[config.mk]
export PLATFORM = sky130hd
export DESIGN_NAME = keyed_array_list_with_cursor
export DESIGN_NICKNAME = d
export VERILOG_FILES = /design/src/hdl/kal_pkg.sv /design/src/hdl/kal_store.sv /design/src/hdl/keyed_array_list_with_cursor.sv
export SDC_FILE = /design/constraint.sdc
export NUM_CORES = 2
export LEC_CHECK = 0
export BUFFER_PORTS_ARGS = -buffer_cell sky130_fd_sc_hd__buf_2
export CAP_MARGIN = 15
export CORE_ASPECT_RATIO = 0.8
export CORE_UTILIZATION = 35
export DETAILED_ROUTE_END_ITERATION = 16
export MAX_ROUTING_LAYER = met4
export PLACE_DENSITY = 0.57
export SYNTH_ARGS = -nofsm -noshare
export SYNTH_HDL_FRONTEND = slang
export SYNTH_SLANG_ARGS = --single-unit
[constraint.sdc]
create_clock -name i_clk -period 14 [get_ports i_clk]
set_input_delay 2.8 -clock i_clk [delete_from_list [all_inputs] [get_ports i_clk]]
set_output_delay 2.8 -clock i_clk [all_outputs]
set_load 0.01 [all_outputs]
[src/hdl/kal_pkg.sv]
// Package for the keyed array list: capacity constants, request codes,
// entry and transfer structs and the sequencer state type. No dependencies.
`default_nettype none

package kal_pkg;

    localparam int C_CAPACITY = 64;
    localparam int C_ADDR_W   = $clog2(C_CAPACITY);
    localparam int C_CNT_W    = 7;

    typedef enum logic [2:0] {
        REQ_APPEND       = 3'd0,
        REQ_SEARCH       = 3'd1,
        REQ_DELETE       = 3'd2,
        REQ_CURSOR_START = 3'd3,
        REQ_ADVANCE      = 3'd4,
        REQ_READ         = 3'd5,
        REQ_OVERWRITE    = 3'd6
    } t_req_code;

    typedef struct packed {
        logic [15:0] key;
        logic [31:0] payload;
    } t_entry;

    typedef struct packed {
        t_req_code   req_type;
        logic [15:0] entry_key;
        logic [31:0] entry_payload;
    } t_req;

    typedef struct packed {
        logic               status;
        logic               found;
        logic [15:0]        out_key;
        logic [31:0]        out_payload;
        logic [C_CNT_W-1:0] entry_count;
        logic [C_CNT_W-1:0] cursor_pos;
        logic               list_full;
        logic               at_last;
    } t_result;

    typedef enum logic [1:0] {
        ST_IDLE,
        ST_READ,
        ST_SEARCH,
        ST_SHIFT
    } t_state;

endpackage

`default_nettype wire

[src/hdl/kal_store.sv]
// Entry store: one write port, one read port with registered read data.
// Depends on kal_pkg.
`default_nettype none

module kal_store (
    input  wire logic                         i_clk,
    input  wire logic                         i_we,
    input  wire logic [kal_pkg::C_ADDR_W-1:0] i_waddr,
    input  wire kal_pkg::t_entry              i_wdata,
    input  wire logic [kal_pkg::C_ADDR_W-1:0] i_raddr,
    output kal_pkg::t_entry                   o_rdata
);

    kal_pkg::t_entry r_mem [kal_pkg::C_CAPACITY];
    kal_pkg::t_entry r_rdata;

    always_ff @(posedge i_clk) begin
        if (i_we) begin
            r_mem[i_waddr] <= i_wdata;
        end
    end

    always_ff @(posedge i_clk) begin
        r_rdata <= r_mem[i_raddr];
    end

    assign o_rdata = r_rdata;

endmodule

`default_nettype wire

[src/hdl/keyed_array_list_with_cursor.sv]
// Keyed array list with cursor: sequencer, key comparator and result register.
// Depends on kal_pkg and kal_store.
//
// Usage: present a request on i_req and raise start; it is taken at a rising
// edge where start is high and busy is low. Each request gives exactly one
// result on o_result, shown for one cycle with o_done high; the receiver
// cannot stall, so each result must be taken in that cycle.
// Steps from transfer to o_done:
//   append, cursor to start, advance, overwrite, rejected requests: no busy state
//   read at cursor: registered read of the entry store in ST_READ
//   search: in ST_SEARCH, one stored entry compared per cycle up to a key hit
//   delete: in ST_SHIFT, one entry moved down per cycle from cursor + 1 on
// The single read/write port pair of the entry store and the one key
// comparator set this pacing; busy is high while a search, delete or read
// is in progress. Busy is low again in the cycle o_done rises, so the next
// request may be taken then; requests that never raise busy run one per cycle.
// After reset the list is empty and the cursor is zero; the
// entry store needs no clearing and a request may start at once.
`default_nettype none

module keyed_array_list_with_cursor (
    input  wire logic       i_clk,
    input  wire logic       i_rst_n,
    input  wire logic       start,
    input  wire kal_pkg::t_req i_req,
    output logic            busy,
    output logic            o_done,
    output kal_pkg::t_result o_result
);

    localparam int CW = kal_pkg::C_CNT_W;
    localparam int AW = kal_pkg::C_ADDR_W;
    localparam logic [CW-1:0] CAP = CW'(kal_pkg::C_CAPACITY);

    kal_pkg::t_state  r_state, n_state;
    logic [CW-1:0]    r_count, n_count;
    logic [CW-1:0]    r_cursor, n_cursor;
    logic [CW-1:0]    r_idx, n_idx;
    logic [15:0]      r_key;
    logic             r_done;
    kal_pkg::t_result r_result;

    logic             accept;
    logic             cur_valid;
    logic             cur_last;
    logic             idx_last;
    logic             key_hit;
    logic [CW-1:0]    idx_inc;

    logic             we;
    logic [AW-1:0]    waddr;
    kal_pkg::t_entry  wdata;
    logic [AW-1:0]    raddr;
    kal_pkg::t_entry  rdata;

    logic             fin;
    logic             f_status;
    logic             f_found;
    logic [15:0]      f_key;
    logic [31:0]      f_payload;

    kal_store u_store (
        .i_clk   (i_clk),
        .i_we    (we),
        .i_waddr (waddr),
        .i_wdata (wdata),
        .i_raddr (raddr),
        .o_rdata (rdata)
    );

    assign busy      = (r_state != kal_pkg::ST_IDLE);
    assign accept    = start && !busy;
    assign cur_valid = (r_cursor < r_count);
    assign cur_last  = (CW'(r_cursor + CW'(1)) == r_count);
    assign idx_inc   = CW'(r_idx + CW'(1));
    assign idx_last  = (idx_inc == r_count);
    assign key_hit   = (rdata.key == r_key);

    // next state
    always_comb begin
        n_state = r_state;
        case (r_state)
            kal_pkg::ST_IDLE: begin
                if (accept) begin
                    case (i_req.req_type)
                        kal_pkg::REQ_SEARCH: begin
                            if (r_count != '0) n_state = kal_pkg::ST_SEARCH;
                        end
                        kal_pkg::REQ_DELETE: begin
                            if (cur_valid && !cur_last) n_state = kal_pkg::ST_SHIFT;
                        end
                        kal_pkg::REQ_READ: begin
                            if (cur_valid) n_state = kal_pkg::ST_READ;
                        end
                        default: n_state = kal_pkg::ST_IDLE;
                    endcase
                end
            end
            kal_pkg::ST_READ: n_state = kal_pkg::ST_IDLE;
            kal_pkg::ST_SEARCH: begin
                if (key_hit || idx_last) n_state = kal_pkg::ST_IDLE;
            end
            kal_pkg::ST_SHIFT: begin
                if (idx_last) n_state = kal_pkg::ST_IDLE;
            end
            default: n_state = kal_pkg::ST_IDLE;
        endcase
    end

    // datapath and store control
    always_comb begin
        n_count   = r_count;
        n_cursor  = r_cursor;
        n_idx     = r_idx;
        we        = 1'b0;
        waddr     = r_cursor[AW-1:0];
        wdata     = '{key: i_req.entry_key, payload: i_req.entry_payload};
        raddr     = r_idx[AW-1:0];
        fin       = 1'b0;
        f_status  = 1'b0;
        f_found   = 1'b0;
        f_key     = '0;
        f_payload = '0;
        case (r_state)
            kal_pkg::ST_IDLE: begin
                if (accept) begin
                    case (i_req.req_type)
                        kal_pkg::REQ_APPEND: begin
                            fin = 1'b1;
                            if (r_count < CAP) begin
                                we      = 1'b1;
                                waddr   = r_count[AW-1:0];
                                n_count = CW'(r_count + CW'(1));
                            end else begin
                                f_status = 1'b1;
                            end
                        end
                        kal_pkg::REQ_SEARCH: begin
                            raddr = '0;
                            n_idx = '0;
                            if (r_count == '0) fin = 1'b1;
                        end
                        kal_pkg::REQ_DELETE: begin
                            if (!cur_valid) begin
                                fin      = 1'b1;
                                f_status = 1'b1;
                            end else if (cur_last) begin
                                fin     = 1'b1;
                                n_count = CW'(r_count - CW'(1));
                            end else begin
                                n_idx = CW'(r_cursor + CW'(1));
                                raddr = n_idx[AW-1:0];
                            end
                        end
                        kal_pkg::REQ_CURSOR_START: begin
                            fin      = 1'b1;
                            n_cursor = '0;
                        end
                        kal_pkg::REQ_ADVANCE: begin
                            fin = 1'b1;
                            if (r_cursor < CAP) n_cursor = CW'(r_cursor + CW'(1));
                        end
                        kal_pkg::REQ_READ: begin
                            raddr = r_cursor[AW-1:0];
                            if (!cur_valid) begin
                                fin      = 1'b1;
                                f_status = 1'b1;
                            end
                        end
                        kal_pkg::REQ_OVERWRITE: begin
                            fin = 1'b1;
                            if (cur_valid) begin
                                we = 1'b1;
                            end else begin
                                f_status = 1'b1;
                            end
                        end
                        default: begin
                            fin      = 1'b1;
                            f_status = 1'b1;
                        end
                    endcase
                end
            end
            kal_pkg::ST_READ: begin
                fin       = 1'b1;
                f_key     = rdata.key;
                f_payload = rdata.payload;
            end
            kal_pkg::ST_SEARCH: begin
                if (key_hit) begin
                    fin      = 1'b1;
                    f_found  = 1'b1;
                    n_cursor = r_idx;
                end else if (idx_last) begin
                    fin = 1'b1;
                end else begin
                    n_idx = idx_inc;
                    raddr = idx_inc[AW-1:0];
                end
            end
            kal_pkg::ST_SHIFT: begin
                // move entry idx down to idx - 1
                we    = 1'b1;
                waddr = AW'(r_idx - CW'(1));
                wdata = rdata;
                if (idx_last) begin
                    fin     = 1'b1;
                    n_count = CW'(r_count - CW'(1));
                end else begin
                    n_idx = idx_inc;
                    raddr = idx_inc[AW-1:0];
                end
            end
            default: begin
                fin = 1'b0;
            end
        endcase
    end

    always_ff @(posedge i_clk) begin
        if (!i_rst_n) begin
            r_state  <= kal_pkg::ST_IDLE;
            r_count  <= '0;
            r_cursor <= '0;
            r_done   <= 1'b0;
        end else begin
            r_state  <= n_state;
            r_count  <= n_count;
            r_cursor <= n_cursor;
            r_done   <= fin;
        end
    end

    always_ff @(posedge i_clk) begin
        r_idx <= n_idx;
        if (accept) begin
            r_key <= i_req.entry_key;
        end
        if (fin) begin
            r_result.status      <= f_status;
            r_result.found       <= f_found;
            r_result.out_key     <= f_key;
            r_result.out_payload <= f_payload;
            r_result.entry_count <= n_count;
            r_result.cursor_pos  <= n_cursor;
            r_result.list_full   <= (n_count == CAP);
            r_result.at_last     <= (n_count != '0) && (n_cursor == CW'(n_count - CW'(1)));
        end
    end

    assign o_done   = r_done;
    assign o_result = r_result;

endmodule

`default_nettype wire
==> results.json <==
{
  "dpl_cell_area_um2": 133000,
  "cap_violations": 0,
  "numPortBuffers": 121,
  "clockBufferDepth": 4,
  "syn_area_um2": 127000,
  "stdcell_area_um2": 144000,
  "drtAntennaViolNets": 0,
  "fin_crit_sh_pct": 55.9,
  "rows": 197,
  "die_w_um": 674,
  "yosysWarnings": 0,
  "path_cells": "buf_2 -> nand2_1 -> inv_1 -> buf_4 -> nand2_1 -> nor2_1 -> o211a_1 -> a211o_4 -> buf_4 -> buf_4 -> buf_4 -> mux2i_1 -> a32oi_1 -> nand4_1 -> and4_1 -> nand4_1",
  "synth_area_leaders": "edfxtp_1, nand2_1, mux2i_1",
  "yosysTopAreaCellShare_pct": 75.0,
  "hold_slack_ns": 0.535,
  "die_area_um2": 364000,
  "critPathKind": "in -> reg",
  "drt_pass1_iterations": 6,
  "ir_worst_vdd_mv": 0.116,
  "grt_pass1_vias": 73800,
  "initial_core_util_pct": 35.2,
  "hold_depth": 1,
  "relSlewSlack_pct": 18.6,
  "finalWirelength_um": 402000,
  "pin_count": 122,
  "p_per_area_nw_per_um2": 157,
  "grt_use_total_pct": 22.0,
  "ys_ff_latch": 3226,
  "layout_min_cycle_time_ns": 7.82,
  "ys_seq_area_share_pct": 76.0,
  "synth_nets": 8721,
  "cpMostUsedCell": "buf_4",
  "synth_top_cell_by_area": "edfxtp_1",
  "cts_tree": "yes",
  "async_flop_share_pct": 0,
  "synth-edff-count": 3161,
  "slowest_delay_ns": 0.86,
  "hold-path-endpoint": "o_result[27]",
  "place_hpwl_um": 213000,
  "avgSynthCellArea_um2": 14.6,
  "cts_buffers": 340,
  "grt_overflow": 0,
  "coreArea_um2": 360000,
  "leakage_nw": 47.1,
  "synth.most_common_cell": "edfxtp_1",
  "worst_r2r_path_depth": 17,
  "die_height_um": 540,
  "post-cts-setup-buffers": 0,
  "routedWlPerCell_um": 29.0,
  "path_clk_slew_ns": 0.06,
  "hold_class": "reg -> reg",
  "status": "finished clean",
  "worstPathArrival_ns": 8.67,
  "nets": 8860,
  "fmax_mhz": 128,
  "fin_skew_ns": 0.0514,
  "worstPathRequired_ns": 14.85,
  "grt_first_pass_wirelength_um": 559000,
  "worst_pin_slew_ns": 1.22,
  "h-tree-depth": 5,
  "syn_to_final_growth_pct": 14.0,
  "gp_congestion": 0.860,
  "antenna_found_initial": 25,
  "ys.flop_type": "edfxtp_1",
  "first_iter_violations": 11400,
  "grt_max_degree": 156,
  "nFillCells": 32600,
  "route.vias.total": 78600,
  "cts-root-buf": "clkbuf_16",
  "clk_latency_ns": 0.94,
  "start_kind": "primary input",
  "netlist_top_cells_count": "edfxtp_1, nand2_1, nand3_1, mux2i_1, a32oi_1",
  "r2r_end": "u_store.o_rdata[7]",
  "fin_util_pct": 40.1,
  "drive_above_1_share_pct": 11.2,
  "rrSetupSlack_ns": 6.74,
  "clkSinkCount": 3226,
  "end_kind": "register",
  "r2r_start": "r_cursor[3]",
  "tns_ns": 0,
  "hp-start": "u_store.o_rdata[11]",
  "rsz0062_at_grt": "false",
  "drc": 0,
  "slew_violations": 0,
  "cp_slowest_cell": "buf_4",
  "vias_per_cell": 5.68,
  "cts_resized": 0,
  "setup_violations": 0,
  "syn_inst": 8649,
  "finalPower_mw": 22.7,
  "synth_cell_types": 93,
  "critPathMaxFanout": 74,
  "cts_hold_buf": 0,
  "hold_violations": 0
}
## critical path, delay by kind of cell
family | cells | cell delay, ns
buf+inv | 6 | 3.22
simple gates | 6 | 1.28
compound gates | 3 | 0.99
mux | 1 | 0.18
## power by group
part	total [mW]	switching (mW)	internal [mW]	leakage, nW
registers	10.9	0.171	10.7	29.0
clock network	8.88	3.75	5.13	5.33
logic	2.93	2.13	0.803	12.7
## logic make-up after synthesis
kind of cell	synth area share (%)
DFF	76.0
adders and majority gates	0.178
xor gates and xnor gates	0.402
buffers and inverters	2.13
muxes	4.40
AOI/OAI and AO/OA	4.71
and+or+nand+nor	12.2
## metal layers
layer | track usage, % | vias up | part of all wire [%]
met3 | 3.52 | 748 | 10
met4 | 7.79 | 0 | 3.5
li1 | - | 33100 | -
met5 | - | - | 0
met2 | 32.8 | 4534 | 45
met1 | 30.5 | 40200 | 41
## metrics by stage
stage | instances | setup slack, ns
after floorplan | 8649 | 6.31
after global placement | 13200 | 5.44
after detailed placement | 13200 | 5.40
after CTS | 13800 | 6.34
after global routing | 13800 | 5.91
final | 13800 | 6.18
## registers in the layout (all words and copies together) (netlist names)
| name | count |
|---|---|
| r_idx | 7 |
| u_store.r_mem | 3072 |
| r_key | 16 |
| r_cursor | 7 |
| o_done | 1 |
| r_state | 2 |
| r_count | 7 |
| u_store.o_rdata | 48 |
| o_result | 66 |
## area by class of cell
type | count | area, µm² | area share, %
Antenna cell | 11 | 27.5 | 0.0191
Clock inverter | 169 | 1680 | 1.16
Clock buffer | 447 | 9250 | 6.41
Multi-Input combinational cell | 4848 | 28400 | 19.6
Inverter | 37 | 139 | 0.0962
Tap cell | 4776 | 5980 | 4.14
Timing Repair Buffer | 335 | 2680 | 1.85
Sequential cell | 3226 | 96200 | 66.7
## how the worst max path moves through the flow
stage	to	start	slack, ns	cells past startpoint
6_report	u_store.o_rdata[7]	start	6.18	16
5_1_grt	u_store.o_rdata[7]	start	5.91	16
4_1_cts	u_store.o_rdata[27]	start	6.34	16
3_5_place_dp	u_store.o_rdata[6]	start	5.40	16
3_3_place_gp	u_store.o_rdata[31]	start	5.44	16
2_1_floorplan	u_store.r_mem[16][0]	i_req[48]	6.31	10
## placed cells by master, fill, tap and decap left out, drive strengths merged, types with 11 or more instances in the layout
cell	count
a21oi	75
nand2	2176
o21ai	56
mux4	18
and4	22
inv	46
o22ai	25
clkbuf	447
mux2	53
a21o	12
and3	33
a31oi	67
bufinv	25
xor2	22
ha	18
or3	28
nand3	635
nor2	141
nand4	314
buf	335
xnor2	30
a22oi	19
mux2i	457
and2	56
edfxtp	3161
a32oi	399
clkinv	127
nor3	42
diode	11
nor4	11
a221oi	15
a21boi	16
dfxtp	65
Note: power is estimated with default switching activity, not from simulation.
